**config.mk**
```make
export PLATFORM = sky130hd
export DESIGN_NAME = framebuffer_blit_convert_top
export DESIGN_NICKNAME = d
export VERILOG_FILES = /design/src/fbc_pkg.sv /design/src/fbc_in_stage.sv /design/src/fbc_start_check.sv /design/src/fbc_pixel_fmt.sv /design/src/framebuffer_blit_convert_top.sv
export VERILOG_INCLUDE_DIRS = /design/src /design/src/src
export SDC_FILE = /design/constraint.sdc
export NUM_CORES = 1
export LEC_CHECK = 0
export BUFFER_PORTS_ARGS = -buffer_cell sky130_fd_sc_hd__buf_4
export CORE_MARGIN = 2
export CORE_UTILIZATION = 35
export CTS_CLUSTER_SIZE = 14
export DETAILED_ROUTE_END_ITERATION = 10
export PLACE_DENSITY = 0.61
export SYNTH_ARGS = -nofsm -noshare
export SYNTH_HDL_FRONTEND = slang
export SYNTH_SLANG_ARGS = --single-unit
```
**constraint.sdc**
```tcl
create_clock -name clk -period 11.5 [get_ports clk]
set_clock_uncertainty 0.15 [all_clocks]
set_input_delay 0.575 -clock clk [delete_from_list [all_inputs] [get_ports clk]]
set_output_delay 0.575 -clock clk [all_outputs]
set_load 0.02 [all_outputs]
```
**src/framebuffer_blit_convert_top_defines.svh**
```systemverilog
// assertion helpers for the blit engine top level
`ifndef FRAMEBUFFER_BLIT_CONVERT_TOP_DEFINES_SVH
`define FRAMEBUFFER_BLIT_CONVERT_TOP_DEFINES_SVH

// consequence holds in the same cycle as the antecedent
`define FBC_ASSERT_SAME(label, ante, cons, msg) \
  label: assert property (@(posedge clk) disable iff (rst) (ante) |-> (cons)) \
    else $error(msg);

// consequence holds in the cycle after the antecedent
`define FBC_ASSERT_NEXT(label, ante, cons, msg) \
  label: assert property (@(posedge clk) disable iff (rst) (ante) |=> (cons)) \
    else $error(msg);

`endif

```
**src/fbc_pkg.sv**
```systemverilog
package fbc_pkg;

  localparam int OFFSET_BITS_DEFAULT = 26;

  localparam int SCREEN_W    = 13;
  localparam int BPP_W       = 6;
  localparam int PITCH_W     = 15;
  localparam int COORD_W     = 16;
  localparam int PIXEL_W     = 32;
  localparam int BYTES_W     = 3;
  localparam int CFG_INDEX_W = 2;
  localparam int CFG_DATA_W  = 15;

  typedef enum logic [1:0] {
    STATUS_OK    = 2'd0,
    STATUS_EMPTY = 2'd1,
    STATUS_ERROR = 2'd2
  } status_t;

  typedef enum logic {
    KIND_STATUS = 1'b0,
    KIND_WRITE  = 1'b1
  } kind_t;

  localparam logic CMD_START = 1'b0;
  localparam logic CMD_PIXEL = 1'b1;

  localparam logic [1:0] MODE_RAW  = 2'd0;
  localparam logic [1:0] MODE_GRAY = 2'd1;

  localparam logic [CFG_INDEX_W-1:0] CFG_SCREEN_WIDTH  = 2'd0;
  localparam logic [CFG_INDEX_W-1:0] CFG_SCREEN_HEIGHT = 2'd1;
  localparam logic [CFG_INDEX_W-1:0] CFG_BPP           = 2'd2;
  localparam logic [CFG_INDEX_W-1:0] CFG_LINE_PITCH    = 2'd3;

  localparam logic [BPP_W-1:0] BPP_16 = 6'd16;
  localparam logic [BPP_W-1:0] BPP_24 = 6'd24;
  localparam logic [BPP_W-1:0] BPP_32 = 6'd32;

  localparam logic [BYTES_W-1:0] MAX_RAW_BYTES = 3'd4;

  typedef struct packed {
    logic [SCREEN_W-1:0] screen_width;
    logic [SCREEN_W-1:0] screen_height;
    logic [BPP_W-1:0]    bits_per_pixel;
    logic [PITCH_W-1:0]  line_pitch;
  } cfg_t;

  typedef struct packed {
    logic               cmd;
    logic [COORD_W-1:0] rect_x;
    logic [COORD_W-1:0] rect_y;
    logic [COORD_W-1:0] rect_width;
    logic [COORD_W-1:0] rect_height;
    logic [1:0]         blit_mode;
    logic [PIXEL_W-1:0] pixel;
  } item_t;

  typedef struct packed {
    status_t             status;
    logic [SCREEN_W-1:0] clipped_width;
    logic [SCREEN_W-1:0] clipped_height;
  } start_res_t;

  function automatic logic [BYTES_W-1:0] bytes_of(logic [BPP_W-1:0] bpp);
    return bpp[BPP_W-1:3];
  endfunction

endpackage

```
**src/fbc_in_stage.sv**
```systemverilog
module fbc_in_stage (
  input  logic          clk,
  input  logic          rst,
  input  logic          in_valid,
  output logic          in_ready,
  input  fbc_pkg::item_t in_item,
  input  logic          advance,
  output logic          q_valid,
  output fbc_pkg::item_t q_item
);

  logic accept;
  logic q_valid_next;

  assign in_ready = !q_valid || advance;
  assign accept   = in_valid && in_ready;

  always_comb begin
    q_valid_next = q_valid;
    if (accept) begin
      q_valid_next = 1'b1;
    end else if (advance) begin
      q_valid_next = 1'b0;
    end
  end

  always_ff @(posedge clk) begin
    if (rst) begin
      q_valid <= 1'b0;
    end else begin
      q_valid <= q_valid_next;
    end
  end

  always_ff @(posedge clk) begin
    if (accept) begin
      q_item <= in_item;
    end
  end

endmodule

```
**src/fbc_start_check.sv**
```systemverilog
module fbc_start_check #(
  parameter int OFFSET_BITS = fbc_pkg::OFFSET_BITS_DEFAULT
) (
  input  fbc_pkg::cfg_t       cfg,
  input  fbc_pkg::item_t      item,
  output fbc_pkg::start_res_t res,
  output logic [OFFSET_BITS-1:0] row_start
);

  logic [fbc_pkg::BYTES_W-1:0]  bytes;
  logic                         unconf;
  logic                         empty;
  logic                         gray_ok;
  logic                         bad_mode;
  logic [fbc_pkg::SCREEN_W-1:0] x13;
  logic [fbc_pkg::SCREEN_W-1:0] y13;
  logic [fbc_pkg::COORD_W:0]    x_end;
  logic [31:0]                  y_term;
  logic [31:0]                  x_term;
  logic [31:0]                  full_off;

  always_comb begin
    bytes  = fbc_pkg::bytes_of(cfg.bits_per_pixel);
    unconf = (cfg.screen_width == '0) || (cfg.screen_height == '0);
    empty  = (item.rect_x >= 16'(cfg.screen_width)) ||
             (item.rect_y >= 16'(cfg.screen_height)) ||
             (item.rect_width == '0) || (item.rect_height == '0);
    gray_ok = (cfg.bits_per_pixel == fbc_pkg::BPP_32) ||
              (cfg.bits_per_pixel == fbc_pkg::BPP_24) ||
              (cfg.bits_per_pixel == fbc_pkg::BPP_16);
    bad_mode = ((item.blit_mode != fbc_pkg::MODE_RAW) &&
                (item.blit_mode != fbc_pkg::MODE_GRAY)) ||
               ((item.blit_mode == fbc_pkg::MODE_GRAY) && !gray_ok) ||
               ((item.blit_mode == fbc_pkg::MODE_RAW) && (bytes > fbc_pkg::MAX_RAW_BYTES));

    priority if (unconf) begin
      res.status = fbc_pkg::STATUS_ERROR;
    end else if (empty) begin
      res.status = fbc_pkg::STATUS_EMPTY;
    end else if (bad_mode) begin
      res.status = fbc_pkg::STATUS_ERROR;
    end else begin
      res.status = fbc_pkg::STATUS_OK;
    end

    // clip against the right and bottom edges
    x13   = item.rect_x[fbc_pkg::SCREEN_W-1:0];
    y13   = item.rect_y[fbc_pkg::SCREEN_W-1:0];
    x_end = {1'b0, item.rect_x} + {1'b0, item.rect_width};
    res.clipped_width = (x_end > 17'(cfg.screen_width)) ? (cfg.screen_width - x13)
                      : item.rect_width[fbc_pkg::SCREEN_W-1:0];
    res.clipped_height = ((17'(item.rect_y) + 17'(item.rect_height)) >
                          17'(cfg.screen_height))
                       ? (cfg.screen_height - y13)
                       : item.rect_height[fbc_pkg::SCREEN_W-1:0];

    y_term    = 32'(y13) * 32'(cfg.line_pitch);
    x_term    = 32'(x13) * 32'(bytes);
    full_off  = y_term + x_term;
    row_start = full_off[OFFSET_BITS-1:0];
  end

endmodule

```
**src/fbc_pixel_fmt.sv**
```systemverilog
module fbc_pixel_fmt #(
  parameter int OFFSET_BITS = fbc_pkg::OFFSET_BITS_DEFAULT
) (
  input  logic                          gray_mode,
  input  logic [fbc_pkg::BPP_W-1:0]     bits_per_pixel,
  input  logic [fbc_pkg::PIXEL_W-1:0]   pixel,
  input  logic [fbc_pkg::SCREEN_W-1:0]  col,
  input  logic [OFFSET_BITS-1:0]        row_start,
  output logic [OFFSET_BITS-1:0]        offset,
  output logic [fbc_pkg::PIXEL_W-1:0]   data,
  output logic [fbc_pkg::BYTES_W-1:0]   count
);

  logic [fbc_pkg::BYTES_W-1:0] bytes;
  logic [7:0]                  v;
  logic [15:0]                 col_term;

  always_comb begin
    bytes    = fbc_pkg::bytes_of(bits_per_pixel);
    v        = pixel[7:0];
    col_term = 16'(col) * 16'(bytes);
    offset   = row_start + OFFSET_BITS'(col_term);
    count    = bytes;
    if (gray_mode) begin
      if (bits_per_pixel == fbc_pkg::BPP_16) begin
        // rgb565 from one gray byte
        data = {16'd0, v[7:3], v[7:2], v[7:3]};
      end else begin
        data = {8'd0, v, v, v};
      end
    end else begin
      unique case (bytes)
        3'd0:    data = '0;
        3'd1:    data = {24'd0, pixel[7:0]};
        3'd2:    data = {16'd0, pixel[15:0]};
        3'd3:    data = {8'd0, pixel[23:0]};
        default: data = pixel;
      endcase
    end
  end

endmodule

```
**src/framebuffer_blit_convert_top.sv**
```systemverilog
// Clipped rectangle blit engine for a linear framebuffer.
// Configuration: cfg_valid/cfg_ready with cfg_index and cfg_data; cfg_ready is
// always high. Index 0 screen width, 1 screen height, 2 bits per pixel,
// 3 line pitch in bytes. Write only while no item is in flight.
// Input channel in_valid/in_ready: a start item (cmd 0) carries the rectangle
// and mode and always returns one status item; pixel items (cmd 1) follow in
// row-major order, rect_width per source row, and return one framebuffer write
// when inside the clip, nothing otherwise.
// Output channel out_valid/out_ready: kind, status, byte_offset, write_data,
// byte_count, last.
// Path: an accepted item waits in the input register, then passes through one
// combinational step into the result register.
// Throughput: one item per cycle while the receiver does not stall; the start
// item's y * pitch multiply and the per-pixel offset add are the longest paths.
// When the receiver stalls, the result register holds and the input register
// fills, after which in_ready drops until out_ready returns.
// Reset clears the configuration, the engine (idle) and both valid flags.
module framebuffer_blit_convert_top #(
  parameter int OFFSET_BITS = fbc_pkg::OFFSET_BITS_DEFAULT
) (
  input  logic                            clk,
  input  logic                            rst,
  input  logic                            cfg_valid,
  output logic                            cfg_ready,
  input  logic [fbc_pkg::CFG_INDEX_W-1:0] cfg_index,
  input  logic [fbc_pkg::CFG_DATA_W-1:0]  cfg_data,
  input  logic                            in_valid,
  output logic                            in_ready,
  input  logic                            cmd,
  input  logic [15:0]                     rect_x,
  input  logic [15:0]                     rect_y,
  input  logic [15:0]                     rect_width,
  input  logic [15:0]                     rect_height,
  input  logic [1:0]                      blit_mode,
  input  logic [31:0]                     pixel,
  output logic                            out_valid,
  input  logic                            out_ready,
  output logic                            kind,
  output logic [1:0]                      status,
  output logic [OFFSET_BITS-1:0]          byte_offset,
  output logic [31:0]                     write_data,
  output logic [2:0]                      byte_count,
  output logic                            last
);

  `include "framebuffer_blit_convert_top_defines.svh"

  fbc_pkg::cfg_t       cfg;
  fbc_pkg::item_t      in_item;
  fbc_pkg::item_t      q_item;
  fbc_pkg::start_res_t start_res;
  logic                q_valid;
  logic                advance;
  logic [OFFSET_BITS-1:0] start_row;

  logic                         busy, busy_next;
  logic                         gray_mode, gray_mode_next;
  logic [fbc_pkg::SCREEN_W-1:0] clipped_width, clipped_width_next;
  logic [fbc_pkg::SCREEN_W-1:0] clipped_height, clipped_height_next;
  logic [15:0]                  source_width, source_width_next;
  logic [15:0]                  column_count, column_count_next;
  logic [fbc_pkg::SCREEN_W-1:0] row_count, row_count_next;
  logic [OFFSET_BITS-1:0]       row_start_offset, row_start_offset_next;

  logic [15:0]                  col_inc;
  logic [fbc_pkg::SCREEN_W-1:0] row_inc;
  logic                         wrap;
  logic                         emit;
  logic                         hit_last;
  logic                         pix_last_fire;

  logic [OFFSET_BITS-1:0]       pix_offset;
  logic [31:0]                  pix_data;
  logic [2:0]                   pix_count;

  logic                   load_out;
  fbc_pkg::kind_t         res_kind;
  fbc_pkg::status_t       res_status;
  logic [OFFSET_BITS-1:0] res_offset;
  logic [31:0]            res_data;
  logic [2:0]             res_count;
  logic                   res_last;

  fbc_pkg::kind_t         out_kind;
  fbc_pkg::status_t       out_status;

  // configuration registers
  assign cfg_ready = 1'b1;

  always_ff @(posedge clk) begin
    if (rst) begin
      cfg <= '0;
    end else if (cfg_valid && cfg_ready) begin
      unique case (cfg_index)
        fbc_pkg::CFG_SCREEN_WIDTH:  cfg.screen_width   <= cfg_data[fbc_pkg::SCREEN_W-1:0];
        fbc_pkg::CFG_SCREEN_HEIGHT: cfg.screen_height  <= cfg_data[fbc_pkg::SCREEN_W-1:0];
        fbc_pkg::CFG_BPP:           cfg.bits_per_pixel <= cfg_data[fbc_pkg::BPP_W-1:0];
        fbc_pkg::CFG_LINE_PITCH:    cfg.line_pitch     <= cfg_data[fbc_pkg::PITCH_W-1:0];
        default:                    cfg <= cfg;
      endcase
    end
  end

  assign in_item = '{cmd: cmd, rect_x: rect_x, rect_y: rect_y, rect_width: rect_width,
                     rect_height: rect_height, blit_mode: blit_mode, pixel: pixel};

  assign advance = q_valid && (!out_valid || out_ready);

  fbc_in_stage u_in_stage (
    .clk      (clk),
    .rst      (rst),
    .in_valid (in_valid),
    .in_ready (in_ready),
    .in_item  (in_item),
    .advance  (advance),
    .q_valid  (q_valid),
    .q_item   (q_item)
  );

  fbc_start_check #(.OFFSET_BITS(OFFSET_BITS)) u_start_check (
    .cfg       (cfg),
    .item      (q_item),
    .res       (start_res),
    .row_start (start_row)
  );

  fbc_pixel_fmt #(.OFFSET_BITS(OFFSET_BITS)) u_pixel_fmt (
    .gray_mode      (gray_mode),
    .bits_per_pixel (cfg.bits_per_pixel),
    .pixel          (q_item.pixel),
    .col            (column_count[fbc_pkg::SCREEN_W-1:0]),
    .row_start      (row_start_offset),
    .offset         (pix_offset),
    .data           (pix_data),
    .count          (pix_count)
  );

  always_comb begin
    busy_next             = busy;
    gray_mode_next        = gray_mode;
    clipped_width_next    = clipped_width;
    clipped_height_next   = clipped_height;
    source_width_next     = source_width;
    column_count_next     = column_count;
    row_count_next        = row_count;
    row_start_offset_next = row_start_offset;

    load_out   = 1'b0;
    res_kind   = fbc_pkg::KIND_STATUS;
    res_status = fbc_pkg::STATUS_OK;
    res_offset = '0;
    res_data   = '0;
    res_count  = '0;
    res_last   = 1'b0;

    col_inc  = column_count + 16'd1;
    row_inc  = row_count + 13'd1;
    wrap     = (col_inc == source_width);
    emit     = (column_count < 16'(clipped_width));
    hit_last = (col_inc == 16'(clipped_width)) &&
               ((14'(row_count) + 14'd1) == 14'(clipped_height));
    pix_last_fire = 1'b0;

    if (advance) begin
      if (q_item.cmd == fbc_pkg::CMD_START) begin
        load_out   = 1'b1;
        res_status = start_res.status;
        busy_next  = (start_res.status == fbc_pkg::STATUS_OK);
        if (start_res.status == fbc_pkg::STATUS_OK) begin
          gray_mode_next        = (q_item.blit_mode == fbc_pkg::MODE_GRAY);
          clipped_width_next    = start_res.clipped_width;
          clipped_height_next   = start_res.clipped_height;
          source_width_next     = q_item.rect_width;
          column_count_next     = '0;
          row_count_next        = '0;
          row_start_offset_next = start_row;
        end
      end else if (busy) begin
        column_count_next = wrap ? 16'd0 : col_inc;
        if (wrap) begin
          row_count_next        = row_inc;
          row_start_offset_next = row_start_offset + OFFSET_BITS'(cfg.line_pitch);
          if (row_inc == clipped_height) begin
            busy_next = 1'b0;
          end
        end
        if (emit) begin
          load_out   = 1'b1;
          res_kind   = fbc_pkg::KIND_WRITE;
          res_offset = pix_offset;
          res_data   = pix_data;
          res_count  = pix_count;
          res_last   = hit_last;
          if (hit_last) begin
            busy_next     = 1'b0;
            pix_last_fire = 1'b1;
          end
        end
      end
    end
  end

  always_ff @(posedge clk) begin
    if (rst) begin
      busy             <= 1'b0;
      gray_mode        <= 1'b0;
      clipped_width    <= '0;
      clipped_height   <= '0;
      source_width     <= '0;
      column_count     <= '0;
      row_count        <= '0;
      row_start_offset <= '0;
    end else begin
      busy             <= busy_next;
      gray_mode        <= gray_mode_next;
      clipped_width    <= clipped_width_next;
      clipped_height   <= clipped_height_next;
      source_width     <= source_width_next;
      column_count     <= column_count_next;
      row_count        <= row_count_next;
      row_start_offset <= row_start_offset_next;
    end
  end

  // result register
  always_ff @(posedge clk) begin
    if (rst) begin
      out_valid <= 1'b0;
    end else if (load_out) begin
      out_valid <= 1'b1;
    end else if (out_ready) begin
      out_valid <= 1'b0;
    end
  end

  always_ff @(posedge clk) begin
    if (load_out) begin
      out_kind    <= res_kind;
      out_status  <= res_status;
      byte_offset <= res_offset;
      write_data  <= res_data;
      byte_count  <= res_count;
      last        <= res_last;
    end
  end

  assign kind   = out_kind;
  assign status = out_status;

  `FBC_ASSERT_SAME(a_row_in_clip, busy, row_count < clipped_height,
                   "row count reached clip height while busy")
  `FBC_ASSERT_SAME(a_clip_nonempty, busy, (clipped_width != '0) && (clipped_height != '0),
                   "busy with an empty clip")
  `FBC_ASSERT_NEXT(a_last_ends_blit, pix_last_fire, !busy,
                   "engine still busy after the final write")
  `FBC_ASSERT_SAME(a_status_clean,
                   out_valid && (out_kind == fbc_pkg::KIND_STATUS),
                   (write_data == '0) && (byte_count == '0) && !last && (byte_offset == '0),
                   "status item carries write fields")

endmodule
```
==> results.md <==
* First-pass GRT wire length at 123000 microns
* Setup Viol. Count Final at 0
* Level count of the clock H-tree at 2
* Power per Cell Area at 99.8 nW/um^2
* WL final at 78500 microns
* Antenna cells at 0
* Kind of path behind the tightest hold check: in2reg
* Max_cap viols at 0
* Number of top-level pins at 189
* Antenna violations before repair at 2
* Routed via count divided by cell count at 5.13
* Most common cell after layout, fill and taps aside: sky130_fd_sc_hd__inv_1
* TritonCTS clock tree: built
* Internal reg-to-reg setup slack at 4.11 ns
* Mean cell area of the mapped netlist at 9.06 sq um
* Max-slew violation total from the final report at 0
* R2r startpoint: cfg[20]$_SDFFE_PP0P_
* Clock transition at the registers of the reported paths at 0.06 ns
* First-pass iteration count of the detailed router at 5
* Die height at 282 microns
* Synthesized Nets at 3564
* Endpoint with the worst hold slack: u_in_stage.q_item[52]$_DFFE_PP_
* GRT Overall Usage at 20.0%
* Share of power burned in registers at 41.2%
* Number of nets at the end of the flow at 3681
* Endpoint of the most critical register-to-register path: row_start_offset[23]$_SDFFE_PP0P_
* Required arrival time at the worst endpoint at 11.79 ns
* Reg2Reg Depth at 23
* DR iter-0 viols at 1479
* Switching pwr at 872 uW
* Outcome: finished, final reports clean
* Clock latency at the later pin of the worst-skew pair at 0.57 ns
* Clock buffer depth at 3
* Standard cell core area at 76200 sq um
* Biggest fanout along the worst timing path at 20
* Clock Sink Count at 312
* Worst-path cell with the longest stage delay: sky130_fd_sc_hd__dfxtp_1
* Proportion of power drawn by the clock network at 41.3%
* Startpoint type of the worst setup path: flip-flop
* Launch point of the worst hold path: rect_width[2]
* Netlist cell types at 80
* Cells taking the most area after synthesis: sky130_fd_sc_hd__edfxtp_1, sky130_fd_sc_hd__fa_1, sky130_fd_sc_hd__ha_1
* Series of cell instances along the critical path: inv_1 -> nor2_1 -> fa_1 -> inv_1 -> fa_1 -> inv_1 -> fa_1 -> fa_1 -> fa_1 -> inv_1 -> fa_1 -> inv_1 -> ha_1 -> nand3_1 -> nor4_1 -> nor3_1 -> a21oi_1 -> a21oi_1 -> o21ai_0 -> a21o_1 -> a21oi_1 -> xor2_1 -> a2111oi_2
* Number of design rule violations left after detail routing at 0
* CP Data Arrival Time at 7.68 ns
* Leakage power total at 0.0132 uW
* Half-perimeter wire length after placement at 60200 microns
* RePlAce Congestion at 0.882
* Via count of the first global-routing pass at 21.2k
* Register area at 7890 sq um
* Class of the most critical setup path: reg2reg
* Int Power at 2190 uW
* Routed length per instance at 18.9 microns
* Buffer type at the clock tree root: sky130_fd_sc_hd__clkbuf_16
* Utilization of the core after routing at 40.3%
* Comb pwr share at 17.5%
* Switching share of power at 28.5%
* Filler cells at 7628
* Cells after Synth at 2988
* Most frequent cell on the critical path: sky130_fd_sc_hd__fa_1
* Post-CTS Repair Setup Buffers at 0
* Setup repair after global routing missed its margin: false
* Initial core utilization at 35.5%
* Post-CTS resize count at 0
* GRT overflow at 0
* Syn. warnings at 0
* Top-area cell type share of the netlist area at 18.2%
* Crit end category: flip-flop
* Cell Rows at 101
* Post-synth EDFFs at 164
* Overall die width at 282 microns
* Portion of the clock cycle consumed by the worst path in the final layout at 64.3%
* Worst hold slack at 0.0274 ns
* Longest individual stage delay on the worst path at 0.83 ns
* Vias after detailed routing at 21.4k
* Worst Max-Slew Pin Slew at 1.22 ns
* # hold bufs at CTS at 0
* CTS buffer count at 38
* Number of failing hold endpoints at the final stage at 0
* Proportion of layout cells with a drive suffix above 1 at 9.35%
* Area Overhead vs Synth at 13.5%
* Seq/Total Area, Yosys at 29.2%
* Post-synthesis register bit count at 312
* Summed instance area of the synthesized netlist at 27100 sq um
* Largest net degree at the start of global routing at 81
* Dominant synthesized flop cell: sky130_fd_sc_hd__edfxtp_1
* Combined area of the multi-input logic cells at 17300 sq um
* Largest area contributor in the synthesized netlist: sky130_fd_sc_hd__edfxtp_1
* Most frequent cells in the layout: sky130_fd_sc_hd__inv_1, sky130_fd_sc_hd__nand2_1, sky130_fd_sc_hd__nor2_1
* Fin crit period at 7.39 ns
* Share of flip-flops with an asynchronous set or reset at 0%
* Max frequency at 135 MHz
* Worst Hold Depth at 1
* Routed Antenna Nets at 0
* Total negative slack at 0 ns
* Die area at 79500 sq um
* Worst vdd ir at 0.0000695 V
* Number of port buffers at 187
* Worst rel slew slack at 17.7%
## metal layers
layer | vias to the layer above | GRT usage, % | wire length (microns)
met2 | 543 | 32.6 | 35900
met3 | 81 | 2.66 | 4330
li1 | 10305 | - | -
met4 | 2 | 4.65 | 1600
met1 | 10430 | 28.1 | 36700
met5 | - | 0 | 13
## layout make-up
type / instances / area share (%)
Clock buffer: 51 / 3.57
Inverter: 365 / 4.46
Multi-Input combinational cell: 2182 / 56.3
Clock inverter: 18 / 0.701
Tap cell: 1030 / 4.20
Sequential cell: 312 / 25.7
Timing Repair Buffer: 206 / 5.04
## cells by family (layout without fill, tap and decap cells)
kind of cell / Yosys count / count (layout) / synth area share [%]
muxes: 41 / 41 / 1.52
AOI/OAI and AO/OA: 521 / 521 / 12.6
DFF: 312 / 312 / 29.2
and+or+nand+nor: 1009 / 1009 / 17.7
other: 1 / 1 / 0.0139
adders and majority gates: 455 / 455 / 26.8
buffers and inverters: 494 / 640 / 7.01
xor gates and xnor gates: 155 / 155 / 5.15
## worst max-delay path, delay by kind of cell, from the launching register on
family                     cells  cell delay (ns)
DFF                            1             0.83
buffers and inverters          5             0.69
AOI/OAI and AO/OA              6             1.40
and+or+nand+nor                4             0.84
xor gates and xnor gates       1             0.17
adders and majority gates      7             3.17
## power by group through the flow
stage / clock network, uW / registers (uW) / logic [uW]
6_report: 1270 / 1260 / 536
5_1_grt: 1340 / 1260 / 612
4_1_cts: 1290 / 1260 / 538
3_5_place_dp: 0 / 1280 / 534
3_3_place_gp: 0 / 1280 / 531
2_1_floorplan: 0 / 1260 / 377
## worst max-delay path by stage
stage | from | end | slack [ns]
floorplan | cfg[20]$_SDFFE_PP0P_ | row_start_offset[23]$_SDFFE_PP0P_ | 4.80
global placement | cfg[20]$_SDFFE_PP0P_ | row_start_offset[23]$_SDFFE_PP0P_ | 4.25
detailed placement | cfg[20]$_SDFFE_PP0P_ | row_start_offset[23]$_SDFFE_PP0P_ | 4.12
CTS | cfg[20]$_SDFFE_PP0P_ | row_start_offset[23]$_SDFFE_PP0P_ | 4.08
global route | cfg[20]$_SDFFE_PP0P_ | row_start_offset[23]$_SDFFE_PP0P_ | 3.50
finish | cfg[20]$_SDFFE_PP0P_ | row_start_offset[23]$_SDFFE_PP0P_ | 4.11
## state kept, by name, summed over array words and instances (netlist names)
register and count:
clipped_height 13, row_count 13, byte_count 3, column_count 16, busy 1, kind 1, gray_mode 1, u_in_stage.q_item 99
write_data 32, cfg 47, clipped_width 13, source_width 16, byte_offset 26, status 2, last 1, u_in_stage.q_valid 1
row_start_offset 26, out_valid 1
## cells in the mapped netlist (all sizes together) (6+ instances only)
library cell	n
inv	365
nand2	348
nor2	258
ha	246
fa	209
a21oi	176
edfxtp	164
dfxtp	148
and2	135
clkbuf	106
xnor2	91
o21ai	72
xor2	62
nor3	59
a211oi	55
nand3	47
a21o	45
mux2i	41
nand2b	28
o21a	27
nand4	25
nor4	25
buf	23
nor2b	21
o21bai	15
or3	15
and3	13
a32oi	12
a22oi	11
o211ai	10
o31ai	9
a211o	8
a311oi	8
o22ai	8
o31a	8
a31oi	7
nand3b	7
o41ai	7
and4	6
o2111ai	6
or2	6
## stage by stage
step | area, sq um | instances | setup WS (ns) | power [uW]
2_1_floorplan | 27100 | 2988 | 4.80 | 1630
3_3_place_gp | 29400 | 4095 | 4.25 | 1810
3_5_place_dp | 29400 | 4095 | 4.12 | 1820
4_1_cts | 30700 | 4164 | 4.08 | 3090
5_1_grt | 30700 | 4164 | 3.50 | 3210
6_report | 30700 | 4164 | 4.11 | 3060
No activity file was read; power rests on OpenSTA's default activity.
